<file path="config.mk">
export PLATFORM = sky130hd
export DESIGN_NAME = ascii_tag_frame_parser_top
export DESIGN_NICKNAME = d
export VERILOG_FILES = /design/src/rtl/atfp_pkg.sv /design/src/rtl/atfp_byte_step.sv /design/src/rtl/ascii_tag_frame_parser_top.sv
export SDC_FILE = /design/constraint.sdc
export NUM_CORES = 1
export LEC_CHECK = 0
export BUFFER_PORTS_ARGS = -buffer_cell sky130_fd_sc_hd__buf_4
export CORE_MARGIN = 5
export CORE_UTILIZATION = 30
export CTS_BUF_LIST = sky130_fd_sc_hd__clkbuf_2
export DETAILED_ROUTE_END_ITERATION = 16
export PLACE_DENSITY = 0.56
export SLEW_MARGIN = 20
export SYNTH_ARGS = -nofsm -noshare
export SYNTH_HDL_FRONTEND = slang
export SYNTH_SLANG_ARGS = --single-unit
</file>
<file path="constraint.sdc">
create_clock -name clk -period 4.65 [get_ports clk]
set_input_delay 0.6975 -clock clk [delete_from_list [all_inputs] [get_ports clk]]
set_output_delay 0.6975 -clock clk [all_outputs]
set_load 0.03 [all_outputs]
</file>
<file path="src/rtl/atfp_pkg.sv">
`default_nettype none
package atfp_pkg;

  typedef enum logic [1:0] {
    TAG_NONE = 2'd0,
    TAG_WAKE = 2'd1,
    TAG_CMD  = 2'd2,
    TAG_DONE = 2'd3
  } tag_t;

  localparam logic [1:0] EV_WAKE = 2'd0;
  localparam logic [1:0] EV_CMD  = 2'd1;
  localparam logic [1:0] EV_DONE = 2'd2;

  localparam logic [7:0] CH_COLON   = 8'h3a;
  localparam logic [7:0] CH_ZERO    = 8'h30;
  localparam logic [7:0] CH_NINE    = 8'h39;
  localparam logic [3:0] POS_MAX    = 4'd15;
  localparam logic [11:0] VALUE_MAX = 12'd255;
  localparam logic [1:0] DIGITS_MAX = 2'd3;

  typedef struct packed {
    logic [3:0] char_position;
    tag_t       tag_kind;
    logic       frame_invalid;
    logic [7:0] number_value;
    logic [1:0] digit_count;
  } state_t;

  typedef struct packed {
    logic       valid;
    logic [1:0] kind;
    logic [7:0] value;
  } event_t;

  function automatic logic [7:0] wake_char(input logic [1:0] idx);
    logic [7:0] c;
    case (idx)
      2'd0:    c = 8'h77;
      2'd1:    c = 8'h61;
      2'd2:    c = 8'h6b;
      default: c = 8'h65;
    endcase
    return c;
  endfunction

  function automatic logic [7:0] cmd_char(input logic [1:0] idx);
    logic [7:0] c;
    case (idx)
      2'd0:    c = 8'h63;
      2'd1:    c = 8'h6d;
      2'd2:    c = 8'h64;
      default: c = CH_COLON;
    endcase
    return c;
  endfunction

  function automatic logic [7:0] done_char(input logic [1:0] idx);
    logic [7:0] c;
    case (idx)
      2'd0:    c = 8'h64;
      2'd1:    c = 8'h6f;
      2'd2:    c = 8'h6e;
      default: c = 8'h65;
    endcase
    return c;
  endfunction

endpackage
`default_nettype wire

</file>
<file path="src/rtl/atfp_byte_step.sv">
`default_nettype none
module atfp_byte_step (
  input  atfp_pkg::state_t st,
  input  logic [7:0]       rx_byte,
  input  logic             frame_end,
  output atfp_pkg::state_t st_next,
  output atfp_pkg::event_t ev
);

  logic [3:0]  pos;
  logic [3:0]  tlen;
  logic [7:0]  want;
  logic        is_digit;
  logic [11:0] acc;

  assign pos      = st.char_position;
  assign tlen     = (st.tag_kind == atfp_pkg::TAG_CMD) ? 4'd3 : 4'd4;
  assign want     = (st.tag_kind == atfp_pkg::TAG_CMD) ? atfp_pkg::cmd_char(pos[1:0])
                                                       : atfp_pkg::done_char(pos[1:0]);
  assign is_digit = (rx_byte >= atfp_pkg::CH_ZERO) && (rx_byte <= atfp_pkg::CH_NINE);
  // value * 10 + digit, low nibble of an ascii digit is its value
  assign acc = ({4'd0, st.number_value} << 3) + ({4'd0, st.number_value} << 1)
             + {8'd0, rx_byte[3:0]};

  always_comb begin
    st_next  = st;
    ev.valid = 1'b0;
    ev.kind  = atfp_pkg::EV_WAKE;
    ev.value = 8'd0;

    if (!st.frame_invalid) begin
      if (pos == 4'd0) begin
        unique case (rx_byte)
          atfp_pkg::wake_char(2'd0): st_next.tag_kind = atfp_pkg::TAG_WAKE;
          atfp_pkg::cmd_char(2'd0):  st_next.tag_kind = atfp_pkg::TAG_CMD;
          atfp_pkg::done_char(2'd0): st_next.tag_kind = atfp_pkg::TAG_DONE;
          default:                   st_next.frame_invalid = 1'b1;
        endcase
      end else if (st.tag_kind == atfp_pkg::TAG_WAKE) begin
        if (pos >= 4'd4 || rx_byte != atfp_pkg::wake_char(pos[1:0]))
          st_next.frame_invalid = 1'b1;
      end else if (st.tag_kind == atfp_pkg::TAG_CMD || st.tag_kind == atfp_pkg::TAG_DONE) begin
        if (pos < tlen) begin
          if (rx_byte != want) st_next.frame_invalid = 1'b1;
        end else if (pos == tlen) begin
          if (rx_byte != atfp_pkg::CH_COLON) st_next.frame_invalid = 1'b1;
        end else if (!is_digit || st.digit_count >= atfp_pkg::DIGITS_MAX
                     || acc > atfp_pkg::VALUE_MAX) begin
          st_next.frame_invalid = 1'b1;
        end else begin
          st_next.number_value = acc[7:0];
          st_next.digit_count  = st.digit_count + 2'd1;
        end
      end else begin
        st_next.frame_invalid = 1'b1;
      end
    end

    if (pos != atfp_pkg::POS_MAX) st_next.char_position = pos + 4'd1;

    if (frame_end) begin
      if (!st_next.frame_invalid) begin
        if (st_next.tag_kind == atfp_pkg::TAG_WAKE && st_next.char_position == 4'd4) begin
          ev.valid = 1'b1;
        end else if ((st_next.tag_kind == atfp_pkg::TAG_CMD
                      || st_next.tag_kind == atfp_pkg::TAG_DONE)
                     && st_next.digit_count != 2'd0) begin
          ev.valid = 1'b1;
          ev.kind  = (st_next.tag_kind == atfp_pkg::TAG_CMD) ? atfp_pkg::EV_CMD
                                                             : atfp_pkg::EV_DONE;
          ev.value = st_next.number_value;
        end
      end
      st_next = '0;
    end
  end

endmodule
`default_nettype wire

</file>
<file path="src/rtl/ascii_tag_frame_parser_top.sv">
// a frame's event is registered in the output register from the input register that holds its last byte
// throughput: one byte per cycle, limited only by the output register being taken
// a held byte waits in the input register while the output register is stalled
// reset (rst, synchronous): clears the frame state and empties both registers
`default_nettype none
module ascii_tag_frame_parser_top (
  input  logic       clk,
  input  logic       rst,
  input  logic       in_valid,
  output logic       in_ready,
  input  logic [7:0] rx_byte,
  input  logic       frame_end,
  output logic       out_valid,
  input  logic       out_ready,
  output logic [1:0] event_kind,
  output logic [7:0] event_value
);

  logic             s1_valid;
  logic [7:0]       s1_byte;
  logic             s1_end;
  logic             adv;
  atfp_pkg::state_t st;
  atfp_pkg::state_t st_next;
  atfp_pkg::event_t ev;

  assign adv      = !out_valid || out_ready;
  assign in_ready = !s1_valid || adv;

  atfp_byte_step u_step (
    .st        (st),
    .rx_byte   (s1_byte),
    .frame_end (s1_end),
    .st_next   (st_next),
    .ev        (ev)
  );

  always_ff @(posedge clk) begin
    if (rst) begin
      s1_valid  <= 1'b0;
      out_valid <= 1'b0;
      st        <= '0;
    end else begin
      if (in_ready) s1_valid <= in_valid;
      if (adv) out_valid <= s1_valid && ev.valid;
      if (adv && s1_valid) st <= st_next;
    end
  end

  always_ff @(posedge clk) begin
    if (in_ready && in_valid) begin
      s1_byte <= rx_byte;
      s1_end  <= frame_end;
    end
    if (adv && s1_valid && ev.valid) begin
      event_kind  <= ev.kind;
      event_value <= ev.value;
    end
  end

  a_mid_frame_silent: assert property (@(posedge clk) disable iff (rst)
    adv && s1_valid && !s1_end |=> !out_valid)
    else $error("event produced on a byte that does not end a frame");

  a_frame_end_clears: assert property (@(posedge clk) disable iff (rst)
    adv && s1_valid && s1_end |=> st.char_position == 4'd0 && !st.frame_invalid)
    else $error("frame state not cleared after frame end");

  a_stall_holds_byte: assert property (@(posedge clk) disable iff (rst)
    !in_ready |-> s1_valid)
    else $error("input stalled with empty input register");

  a_wake_value_zero: assert property (@(posedge clk) disable iff (rst)
    out_valid && event_kind == atfp_pkg::EV_WAKE |-> event_value == 8'd0)
    else $error("wake event with nonzero value");

endmodule
`default_nettype wire

</file>
==> results_dict.tcl, run 1 <==
set metrics [dict create \
    synthFlopType "edfxtp_1" \
    cts_tree "yes" \
    arrival_ps 4270 \
    p_leak_uw 0.00114 \
    peakVddDrop_mv 0.114 \
    dieArea_mm2 0.0113 \
    place_congestion 0.818 \
    synth_common_cells "30 x a21oi_1, 23 x ha_1, 20 x inv_1" \
    chipHeight_um 106 \
    design_area_mm2 0.00311 \
    yosysMostFrequentCell "a21oi_1" \
    worstRegToRegCells 11 \
    dr_total_vias 2336 \
    fin_ws_ps 549 \
    synth_warnings 0 \
    grt_max_degree 21 \
    cts.htree.levels 2 \
    post-route-period-util 0.882 \
    outcome "completed" \
    final_hold_viol_count 0 \
    clock_latency_ps 400 \
    io_pins 25 \
    place_ws_ps 588 \
    syn_avg_cell_area_um2 9.16 \
    crit_type "reg -> reg" \
    max_freq_mhz 244 \
    switchingPower_uw 158 \
    avgViaCountPerCell 5.43 \
    comb_power_share 0.076 \
    syn_to_final_growth_pct 12.0 \
    clk_pin_slew_ps 210 \
    end_kind "register" \
    synth_top_area_cell "edfxtp_1" \
    ys_types 64 \
    clkSinkCount 38 \
    numCtsBuffers 5 \
    grt_pass1_wl_mm 11.2 \
    r2r-end "event_value[3]" \
    switching_share 0.232 \
    syn_inst 303 \
    ctsHoldBuffers 0 \
    clock-skew-final_ps 19.0 \
    clock_power_share 0.384 \
    p_per_area_mw_per_mm2 219 \
    die_w_um 106 \
    syn_area_mm2 0.00278 \
    cp_max_fo 12 \
    wire_per_inst_um 15.6 \
    pwr-share-seq 0.540 \
    ant_nets 0 \
    async_flop_share 0 \
    routed_wl_mm 6.70 \
    final_cell_count_no_fill 430 \
    max_slew.worst_pin.slew_ps 1040 \
    antenna_cells 0 \
    core_area_mm2 0.00915 \
    synth_nets 341 \
    drcViolationCount 0 \
    dr.pass1.iters 4 \
    hold_class "in -> reg" \
    initial_utilization 0.303 \
    intPower_uw 523 \
    antenna_found_initial 0 \
    placed_area_mm2 0.00302 \
    clock_path_buffers 2 \
    synth_edf_count 19 \
    placed_cells 422 \
    drv_slew 0 \
    grt_pass1_vias 2333 \
    worstSetupStartpointType "register" \
    r2r-start "s1_byte[3]" \
    worstPathRequired_ps 4820 \
    endpoint "event_value[3]" \
    drv_cap 0 \
    rsz0062_at_grt "false" \
    track_usage 0.123 \
    crit_path_start "s1_byte[3]" \
    regToRegSetupSlack_ps 550 \
    power_uw 681 \
    num_rows 35 \
    ys_seq_elements 38 \
    cts_resized 0 \
    final_net_count 356 \
    ys_seq_area_frac 0.342 \
    io_buffer_count 24 \
    grt-ovfl-total 0 \
    post-cts-setup-buffers 0 \
    drt_iter0_drc 156 \
    hpwl_mm 5.19 \
    synth_area_leaders "edfxtp_1 21%, dfxtp_1 14%, ha_1 10%" \
    slew-limit-headroom 0.305 \
    fin_setup_tns_ps 0 \
    cts_root_buf "clkbuf_2" \
    holdPathStages 1 \
    fin_crit_ps 4100 \
    finalSetupViolations 0 \
    synth_top_area_frac 0.205 \
    drive_gt1_frac 0.135 \
]
-- power by group through the flow --
stage                     registers (uW)  clock network, uW  logic [uW]
final                                368                262        51.5
after global routing                 369                284        57.6
after CTS                            367                270        51.6
after detailed placement             374                  0        51.4
after global placement               374                  0        50.9
after floorplan                      367                  0        40.0
-- cells in the final DEF, fill, tap and decap left out, drive strengths merged, types with 3 or more instances in the layout --
master,count
o211ai,3
xnor2,8
a21oi,30
nand3,12
nor2b,5
and3,4
o21ai,20
nor2,19
a22oi,5
nand2,9
nand4b,3
buf,26
nor3,12
a21o,3
nand2b,11
ha,23
clkbuf,5
nor3b,3
dfxtp,19
inv,20
mux2i,5
a211o,3
a31oi,3
a32oi,3
edfxtp,19
a211oi,4
-- how the worst min path moves through the flow --
| stage | startpoint | endpoint |
|---|---|---|
| final | rx_byte[0] | s1_byte[0] |
| after global routing | rx_byte[0] | s1_byte[0] |
| after CTS | rx_byte[0] | s1_byte[0] |
| after detailed placement | st[1] | st[1] |
| after global placement | st[1] | st[1] |
| after floorplan | st[10] | st[10] |
-- cell type report --
type                    count  area [um^2]
inverters                  20         75.1
flip-flops and latches     38          951
clock inverters             3         63.8
repair buffers             26          195
fillers                   955         6040
clock buffers               5         25.0
multi-input cells         227         1660
well taps                 111          139
-- metrics by stage --
| stage | util | hold WS [ps] |
|---|---|---|
| finish | 0.340 | 457 |
| global route | 0.340 | 398 |
| CTS | 0.340 | 427 |
| detailed placement | 0.330 | 489 |
| global placement | 0.330 | 483 |
| floorplan | - | 448 |
-- layer usage --
metal | vias up | global-route usage | part of all wire
li1 | 1163 | - | -
met1 | 1083 | 0.159 | 0.45
met2 | 66 | 0.194 | 0.47
met3 | 24 | 0.0298 | 0.043
met4 | 0 | 0.0555 | 0.032
met5 | - | 0 | 0
-- critical path: stages (launching register included) --
cell	delay [ps]
edfxtp_1	520
inv_1	130
fa_1	540
fa_1	480
nand2b_1	180
a21oi_1	250
o31a_1	230
a221oi_4	110
a21bo_2	260
a221oi_2	830
nor3_1	110
buf_4	230
-- flip-flops by register name, summed over array words and instances, names as in the netlist --
register	count
event_value	8
out_valid	1
s1_valid	1
s1_end	1
event_kind	2
st	17
s1_byte	8
-- kinds of logic (layout without fill, tap and decap cells) --
logic type	count (synthesis)	count (layout)	synth area share
mux	5	5	0.0180
simple gates	93	93	0.194
flops	38	38	0.342
xor+xnor	10	10	0.0315
compound gates	94	94	0.237
buf+inv	38	54	0.0590
fa+ha+maj	25	25	0.118
No activity file was read; power rests on OpenSTA's default activity.
==> run 2, diff against run 1 <==
--- a/config.mk
+++ b/config.mk
@@ -6,6 +6,7 @@
 export NUM_CORES = 1
 export LEC_CHECK = 0
 export BUFFER_PORTS_ARGS = -buffer_cell sky130_fd_sc_hd__buf_4
+export CORE_ASPECT_RATIO = 1.75
 export CORE_MARGIN = 5
 export CORE_UTILIZATION = 30
 export CTS_BUF_LIST = sky130_fd_sc_hd__clkbuf_2
==> results_dict.tcl, run 2 (same netlist as run 1, synthesis figures left out) <==
set metrics [dict create \
    core_area_mm2 0.00904 \
    dr.pass1.iters 4 \
    multi_input_area_mm2 0.00166 \
    cts_root_buf "clkbuf_2" \
    mostFrequentLayoutCell "a21oi_1" \
    worstSetupStartpointType "register" \
    clk_pin_slew_ps 220 \
    final_cell_mix "30 x a21oi_1, 27 x buf_4, 23 x ha_1" \
    p_leak_uw 0.00112 \
    num_rows 46 \
    peakVddDrop_mv 0.176 \
    syn_to_final_growth_pct 11.0 \
    post-route-period-util 0.865 \
    clock_latency_ps 440 \
    drv_cap 0 \
    regToRegSetupSlack_ps 630 \
    max_slew.worst_pin.slew_ps 997 \
    hpwl_mm 6.13 \
    slowest_delay_ps 800 \
    drt_iter0_drc 143 \
    dr_total_vias 2375 \
    avgViaCountPerCell 5.40 \
    cpLargestDelayFamily "compound AO/OA/AOI/OAI gates" \
    dieArea_mm2 0.0114 \
    outcome "completed" \
    initial_utilization 0.307 \
    holdPathStages 1 \
    chipHeight_um 137 \
    cpMaxStageDelayCell "a221oi_2" \
    grt_pass1_wl_mm 12.0 \
    largest_register "st" \
    die_w_um 82.7 \
    slew-limit-headroom 0.335 \
    min_delay_worst_endpoint "s1_byte[1]" \
    io_pins 25 \
    routed_wl_mm 7.83 \
    numCtsBuffers 5 \
    hold_class "in -> reg" \
    power_uw 578 \
    grt-ovfl-total 0 \
    clock-skew-final_ps 28.6 \
    hp-start "rx_byte[1]" \
    fill_cells 978 \
    arrival_ps 4230 \
    post-cts-setup-buffers 0 \
    reg_top3 "st: 17 flops, event_value: 8 flops, s1_byte: 8 flops" \
    drive_gt1_frac 0.138 \
    cts.htree.levels 2 \
    antenna_found_initial 0 \
    grt_pass1_vias 2428 \
    cp.buffers_inverters 2 \
    crit_chain "inv_1 -> fa_1 -> fa_1 -> nand2b_1 -> a21oi_1 -> o31a_1 -> a221oi_4 -> a21bo_2 -> a221oi_2 -> nor3_1 -> buf_4" \
    placed_cells 432 \
    drv_slew 0 \
    drcViolationCount 0 \
    wire_per_inst_um 17.8 \
    largest_reg_flops 17 \
    place_congestion 0.899 \
    final_net_count 357 \
    cts_resized 0 \
    max_freq_mhz 249 \
    crit_type "reg -> reg" \
    ctsHoldBuffers 0 \
    rsz0062_at_grt "false" \
    worstPathRequired_ps 4860 \
    cts_tree "yes" \
    clkSinkCount 38 \
    grt_max_degree 21 \
    finalSetupViolations 0 \
    crit_top_cell "fa_1" \
    r2r-end "event_kind[0]" \
    ant_nets 0 \
    antenna_cells 0 \
    fin_crit_ps 4020 \
    final_hold_viol_count 0 \
    end_kind "register" \
    cp_max_fo 12 \
    p_per_area_mw_per_mm2 188 \
    final_cell_count_no_fill 440 \
    worstRegToRegCells 11 \
    r2r-start "s1_byte[3]" \
    track_usage 0.144 \
    fin_setup_tns_ps 0 \
    clock_path_buffers 2 \
    io_buffer_count 24 \
    seqCellArea_um2 951 \
]
-- run 2: worst reg2reg max path: cells and delay by family, from the launching register on --
family                   cells  cell delay, ps
AO/OA/AOI/OAI                5            1660
adder cells (fa/ha/maj)      2            1000
buffers and inverters        2             350
flip-flops                   1             510
AND/OR/NAND/NOR              2             290
-- run 2: final cells by class --
class,instances,share of cell area
clock buffers,5,0.00812
clock inverters,3,0.00528
inverters,20,0.0244
multi-input cells,227,0.539
flip-flops and latches,38,0.309
well taps,120,0.0487
repair buffers,27,0.0658
-- run 2: worst max-delay path by stage --
stage                           from        endpoint  slack (ps)  depth (start not counted)
after floorplan           s1_byte[3]   event_kind[0]         440                         12
after global placement    s1_byte[3]  event_value[6]         730                         10
after detailed placement  s1_byte[3]  event_value[6]         640                         10
after CTS                 s1_byte[3]  event_value[6]         600                         10
after global routing      s1_byte[3]  event_value[3]         380                         10
final                     s1_byte[3]   event_kind[0]         630                         11
-- run 2: metal layers --
| metal | GRT usage | routed length (um) | up-vias |
|---|---|---|---|
| met5 | 0 | 0 | - |
| met2 | 0.283 | 4440 | 54 |
| li1 | - | - | 1166 |
| met4 | 0.103 | 572 | 0 |
| met1 | 0.124 | 2600 | 1127 |
| met3 | 0.0209 | 223 | 28 |
-- run 2: power breakdown --
group          switching (uW)  total [uW]  internal [uW]
combinational            29.4        52.5           23.1
sequential               11.9         369            357
clock                     123         157           34.1
total                     164         578            414
-- run 2: through the flow --
stage / area, um^2 / setup slack, ps / util / hold WS, ps
2_1_floorplan: 2780 / 441 / - / 448
3_3_place_gp: 3040 / 735 / 0.336 / 482
3_5_place_dp: 3040 / 639 / 0.336 / 493
4_1_cts: 3080 / 604 / 0.341 / 392
5_1_grt: 3080 / 380 / 0.341 / 395
6_report: 3080 / 626 / 0.341 / 406
